[src/sv/bfgs_isqrt.sv]
// Pipelined integer square root, one root bit per stage.
`timescale 1ns / 1ps
module bfgs_isqrt #(
  parameter int NW = 32,
  parameter int SW = 1
) (
  input  logic            clk_i,
  input  logic            adv_i,
  input  logic [2*NW-1:0] rad_i,
  input  logic [SW-1:0]   side_i,
  output logic [NW-1:0]   root_o,
  output logic [SW-1:0]   side_o
);

  logic [NW:0]     rem_q  [NW];
  logic [NW-1:0]   root_q [NW];
  logic [2*NW-1:0] rad_q  [NW];
  logic [SW-1:0]   sd_q   [NW];

  for (genvar i = 0; i < NW; i++) begin : g_st
    logic [NW:0]     r_in;
    logic [NW-1:0]   q_in;
    logic [2*NW-1:0] x_in;
    logic [SW-1:0]   s_in;
    logic [NW+2:0]   r_sh;
    logic [NW+2:0]   trial;
    logic            ge;

    if (i == 0) begin : g_first
      assign r_in = '0;
      assign q_in = '0;
      assign x_in = rad_i;
      assign s_in = side_i;
    end else begin : g_next
      assign r_in = rem_q[i-1];
      assign q_in = root_q[i-1];
      assign x_in = rad_q[i-1];
      assign s_in = sd_q[i-1];
    end

    assign r_sh  = {r_in, x_in[2*NW-1:2*NW-2]};
    assign trial = {1'b0, q_in, 2'b01};
    assign ge    = r_sh >= trial;

    always_ff @(posedge clk_i) begin
      if (adv_i) begin
        rem_q[i]  <= ge ? (NW+1)'(r_sh - trial) : (NW+1)'(r_sh);
        root_q[i] <= {q_in[NW-2:0], ge};
        rad_q[i]  <= x_in << 2;
        sd_q[i]   <= s_in;
      end
    end
  end

  assign root_o = root_q[NW-1];
  assign side_o = sd_q[NW-1];

endmodule

[config.mk]
export PLATFORM = sky130hd
export DESIGN_NAME = bfgs_isqrt
export DESIGN_NICKNAME = d
export VERILOG_FILES = /design/src/sv/bfgs_isqrt.sv
export SDC_FILE = /design/constraint.sdc
export NUM_CORES = 2
export LEC_CHECK = 0
export BUFFER_PORTS_ARGS = -buffer_cell sky130_fd_sc_hd__buf_4
export CORE_MARGIN = 2
export CORE_UTILIZATION = 45
export DETAILED_ROUTE_END_ITERATION = 12
export MAX_ROUTING_LAYER = met4
export SLEW_MARGIN = 20
export SYNTH_ARGS = -nofsm -noshare
export SYNTH_HDL_FRONTEND = slang
export SYNTH_MEMORY_MAX_BITS = 65536
export SYNTH_SLANG_ARGS = --single-unit
[constraint.sdc]
create_clock -name clk_i -period 4.1 [get_ports clk_i]
set_clock_uncertainty 0.1 [all_clocks]
set_input_delay 0.615 -clock clk_i [delete_from_list [all_inputs] [get_ports clk_i]]
set_output_delay 0.615 -clock clk_i [all_outputs]
set_load 0.02 [all_outputs]
# Word-level counts from Yosys, hierarchy flattened
# Memories as Yosys holds them, arrays and structs flattened.
# Index checks and enable logic that the tools add are counted.
[word_totals]
latch_bits = 0
out_inout_bits = 33
n_memories = 4
wordCells = 102
rom_bits = 0
register_bits = 0
ram_bits = 4096
[classes]
n_addsub = 32
reduce_logical = 0
n_mux = 34
div = 0
n_shift = 0
n_bitwise = 0
eq_ne = 0
n_lt_le_gt_ge = 32
n_mul = 0
[memory_table]
columns = ["name", "depth", "word_bits", "rd", "rd_clocked_by_memory_dff", "write_ports", "line_no", "rtl"]
rows = [
  ["rad_q", 32, 62, 31, 0, 32, "17", "logic [2*NW-1:0] rad_q [NW];"],
  ["rem_q", 32, 33, 31, 0, 32, "15", "logic [NW:0] rem_q [NW];"],
  ["root_q", 32, 32, 32, 0, 32, "16", "logic [NW-1:0] root_q [NW];"],
  ["sd_q", 32, 1, 32, 0, 32, "18", "logic [SW-1:0] sd_q [NW];"],
]
[ops]
columns = ["op", "n"]
rows = [
  ["$ge A35 B34 Y1", 31],
  ["$mux W33", 32],
  ["$sub A33 B33 Y33", 31],
  ["$sub A2 B1 Y3 const B", 1],
  ["$ge A2 B1 Y1 const B", 1],
  ["$mux W1", 2],
]

# Logic depth before layout (Yosys ltp)
# An unclocked memory read counts as a cell.
[depth]
depth_word = 3
mapped_depth = 15

# Least setup slack after synthesis
# OpenSTA, ideal clock, no wires.
[synth_path]
path_type = "register to register"
startpoint = "memory rem_q[1][183] (netlist bit)"
endpoint = "memory rem_q[1][228] (netlist bit) (data pin)"
stages_incl_launch_ff = 11
slack_ns = 0.444
period_less_slack_ns = 3.656
setup_ns = 0.266
t_arrival_ns = 3.290
path_buffers = 0
cell_sequence = "edfxtp_1 > or4_4 > or4_4 > or3_1 > or3_1 > or4_4 > a31oi_4 > inv_2 > o221ai_4 > nor3_1 > xor2_1"
[synth_lines]
columns = ["element", "line_no"]
rows = [
  ["start: declaration", "15"],
]

==> results_dict.tcl <==
set metrics [dict create \
    holdCritPathClass "in -> reg" \
    run_status "complete, no violations" \
    cts_htree_levels 5 \
    total_routing_usage_gr_pct 18.96 \
    chipHeight_um 515.7 \
    numCtsBuffers 293 \
    clock_tree.buffer_depth 4 \
    r2r.worst_path.cells 10 \
    maxCapViolCount 0 \
    cp.required_ns 4.63 \
    timing.hold.worst_path_depth 1 \
    crit-reg2reg-launch "rem_q[3][70]" \
    synth_largest_area_cell "sky130_fd_sc_hd__edfxtp_1" \
    grt-ovfl-total 0 \
    setup_total_negative_slack_ns 0 \
    core_area_um2 259900 \
    worstHoldStart "adv_i" \
    ys_warn_count 0 \
    core.rowCount 187 \
    postCtsSetupRepairBufs 0 \
    hold_end "rad_q[0][203]" \
    synth-async-reset-ratio_pct 0 \
    crit-reg2reg-capture "rem_q[3][107]" \
    count_leader_synth "sky130_fd_sc_hd__edfxtp_1" \
    final-max-slew-violation-count 0 \
    layout-drive-gt1-share_pct 8.998 \
    detailroute.via_count 71570 \
    finalCritPeriodShare_pct 94.99 \
    unrepaired_setup_endpoints_after_global_routing "false" \
    clk_pin_slew_worst_paths_ns 0.06 \
    power.density_nw_per_um2 561.7 \
    synth-main-ff-cell "sky130_fd_sc_hd__edfxtp_1" \
    grt_first_pass_wirelength_mm 388.4 \
    final_period_minus_worst_setup_slack_ns 3.895 \
    ant_nets 0 \
    route.detailed.vias_per_inst 5.385 \
    synth.top_cells.by_area "sky130_fd_sc_hd__edfxtp_1 64%, sky130_fd_sc_hd__ha_1 6.0%, sky130_fd_sc_hd__xnor2_1 3.0%" \
    startpoint_type "register" \
    register_to_register_setup_slack_ns 0.21 \
    placement.io_buffers 99 \
    final-hold-violation-count 0 \
    maximum_number_of_pins_on_one_net_before_global_route_repair 132 \
    dr.pass1.iters 8 \
    vias_in_the_first_global_route 70580 \
    register_area_share_after_synthesis_pct 64.40 \
    totalWireLength_mm 246.6 \
    routed_wire_length_per_instance_um 18.56 \
    drt_iter0_markers 5601 \
    max_clock_freq_ghz 0.2568 \
    unique_masters_post_synth 93 \
    antenna_found_initial 3 \
    crit_type "reg -> reg" \
    synth_cells 9128 \
    die-width_um 515.7 \
    cp_data_arrival_time_ns 4.42 \
    finish.net_count 10210 \
    gp_routability_congestion 0.9338 \
    synth-seq-cells 2527 \
    post-dp-hpwl_mm 179.4 \
    initial_core_util_pct 45.33 \
    worstPathMaxFanout 36 \
    tightest_slew_ns 0.9810 \
    area.growth.synth_to_final_pct 13.74 \
    clock_tree_from_tritoncts "built" \
    detail_route.drc_violations 0 \
    setup.worst_path.end_class "register" \
    ys_top_cells_by_count "2527 x sky130_fd_sc_hd__edfxtp_1, 684 x sky130_fd_sc_hd__inv_1, 658 x sky130_fd_sc_hd__nor2_1" \
    final.hold.worst_slack_ns 0.1486 \
    synth-edff-count 2527 \
    synth.net_count 9756 \
    relative_slew_slack_pct 34.00 \
    post-synth-top-area-fraction_pct 64.40 \
    syn-cell-area_um2 117800 \
    static-leakage-power_nw 51.01 \
    numClockSinks 2527 \
    clkLatencyLatePin_ns 0.94 \
    vdd.ir_drop.worst_mv 0.5071 \
    syn_avg_cell_area_um2 12.91 \
    ioPinCount 100 \
    setup_violations 0 \
    cts-root-buf "sky130_fd_sc_hd__clkbuf_16" \
    die_area_um2 266000 \
]
what timing repair did:
item,in CTS,in global routing
endpoints found under the hold margin,66,0
hold buffers,66,0
gates resized for setup,0,0
final cells by class:
| type | count | area [um2] |
|---|---|---|
| Fill cell | 22180 | 125900 |
| Clock inverter | 153 | 1569 |
| Tap cell | 3496 | 4374 |
| Sequential cell | 2527 | 75880 |
| Multi-Input combinational cell | 5724 | 38700 |
| Clock buffer | 347 | 7641 |
| Timing Repair Buffer | 352 | 3266 |
| Inverter | 688 | 2582 |
| Antenna cell | 4 | 10.01 |
cell usage in the layout (no fill, tap or decap), types with 123 or more instances in the layout:
cell and count:
sky130_fd_sc_hd__edfxtp_1 2527, sky130_fd_sc_hd__inv_1 684, sky130_fd_sc_hd__nor2_1 657, sky130_fd_sc_hd__a21oi_1 608, sky130_fd_sc_hd__ha_1 561, sky130_fd_sc_hd__nand2_1 554
sky130_fd_sc_hd__o21ai_0 425, sky130_fd_sc_hd__xnor2_1 408, sky130_fd_sc_hd__xor2_1 384, sky130_fd_sc_hd__clkbuf_16 298, sky130_fd_sc_hd__buf_4 250, sky130_fd_sc_hd__nor3_1 226
sky130_fd_sc_hd__a21o_1 219, sky130_fd_sc_hd__nand3_1 153, sky130_fd_sc_hd__nor4_1 123
layer usage:
metal  vias to the layer above  global-route usage (%)  share of wire (%)
met3                       418                   2.870                4.6
met2                      1634                   31.27                 49
met1                     34680                   24.57                 44
li1                      34840                       -                  -
met4                         0                   4.797                2.3
met5                         -                       -                  0
registers in the layout, indices dropped and copies added, names as in the netlist:
| register | count |
|---|---|
| rad_q | 992 |
| rem_q | 975 |
| sd_q | 32 |
| root_q | 528 |
where the power goes:
part / total [W] / leakage [nW] / internal, W / switching (W)
clock network: 0.0250 / 4.48 / 0.0151 / 0.00991
registers: 0.0348 / 24.3 / 0.0326 / 0.00218
logic: 0.0155 / 22.2 / 0.00652 / 0.00895
kinds of logic (layout without fill, tap and decap cells):
group | count (synthesis) | in the layout | share of synthesized area [%]
adders and majority gates | 561 | 561 | 5.957
xor gates and xnor gates | 792 | 792 | 5.887
muxes | 111 | 111 | 1.046
AOI/OAI and AO/OA | 1855 | 1855 | 9.829
DFF | 2527 | 2527 | 64.40
and+or+nand+nor | 2404 | 2404 | 10.07
other | 1 | 5 | 0.003182
buffers and inverters | 877 | 1540 | 2.815
critical path, stage by stage (launching register included):
cell	delay, ns
sky130_fd_sc_hd__edfxtp_1	0.39
sky130_fd_sc_hd__ha_1	0.39
sky130_fd_sc_hd__a2111oi_0	0.46
sky130_fd_sc_hd__a211oi_1	0.12
sky130_fd_sc_hd__a21bo_2	0.28
sky130_fd_sc_hd__o21a_1	0.25
sky130_fd_sc_hd__a31oi_1	0.42
sky130_fd_sc_hd__o21ai_0	0.28
sky130_fd_sc_hd__a31oi_4	0.33
sky130_fd_sc_hd__buf_12	0.23
sky130_fd_sc_hd__mux2_2	0.35
stage by stage:
stage	power (W)	instances	worst slack, ns	utilization [%]	instance area [um2]
finish	0.07528	13290	0.2054	51.56	134000
detailed placement	0.05062	12720	0.2143	47.76	124100
global placement	0.05042	12720	0.2604	47.76	124100
global route	0.07925	13290	0.03491	51.56	134000
floorplan	0.04547	9128	0.4435	-	117800
CTS	0.07610	13290	0.2285	51.56	134000
worst max-delay path by stage:
stage / start / to / slack, ns / cells past startpoint
CTS: rem_q[1][183] / rem_q[1][200] / 0.23 / 9
floorplan: rem_q[1][183] / rem_q[1][228] / 0.44 / 10
global placement: rem_q[1][185] / rem_q[1][228] / 0.26 / 10
detailed placement: rem_q[1][183] / rem_q[1][205] / 0.21 / 9
global route: rem_q[1][211] / rem_q[1][261] / 0.03 / 12
finish: rem_q[3][70] / rem_q[3][107] / 0.21 / 10
Power figures use the tool's default switching activity.
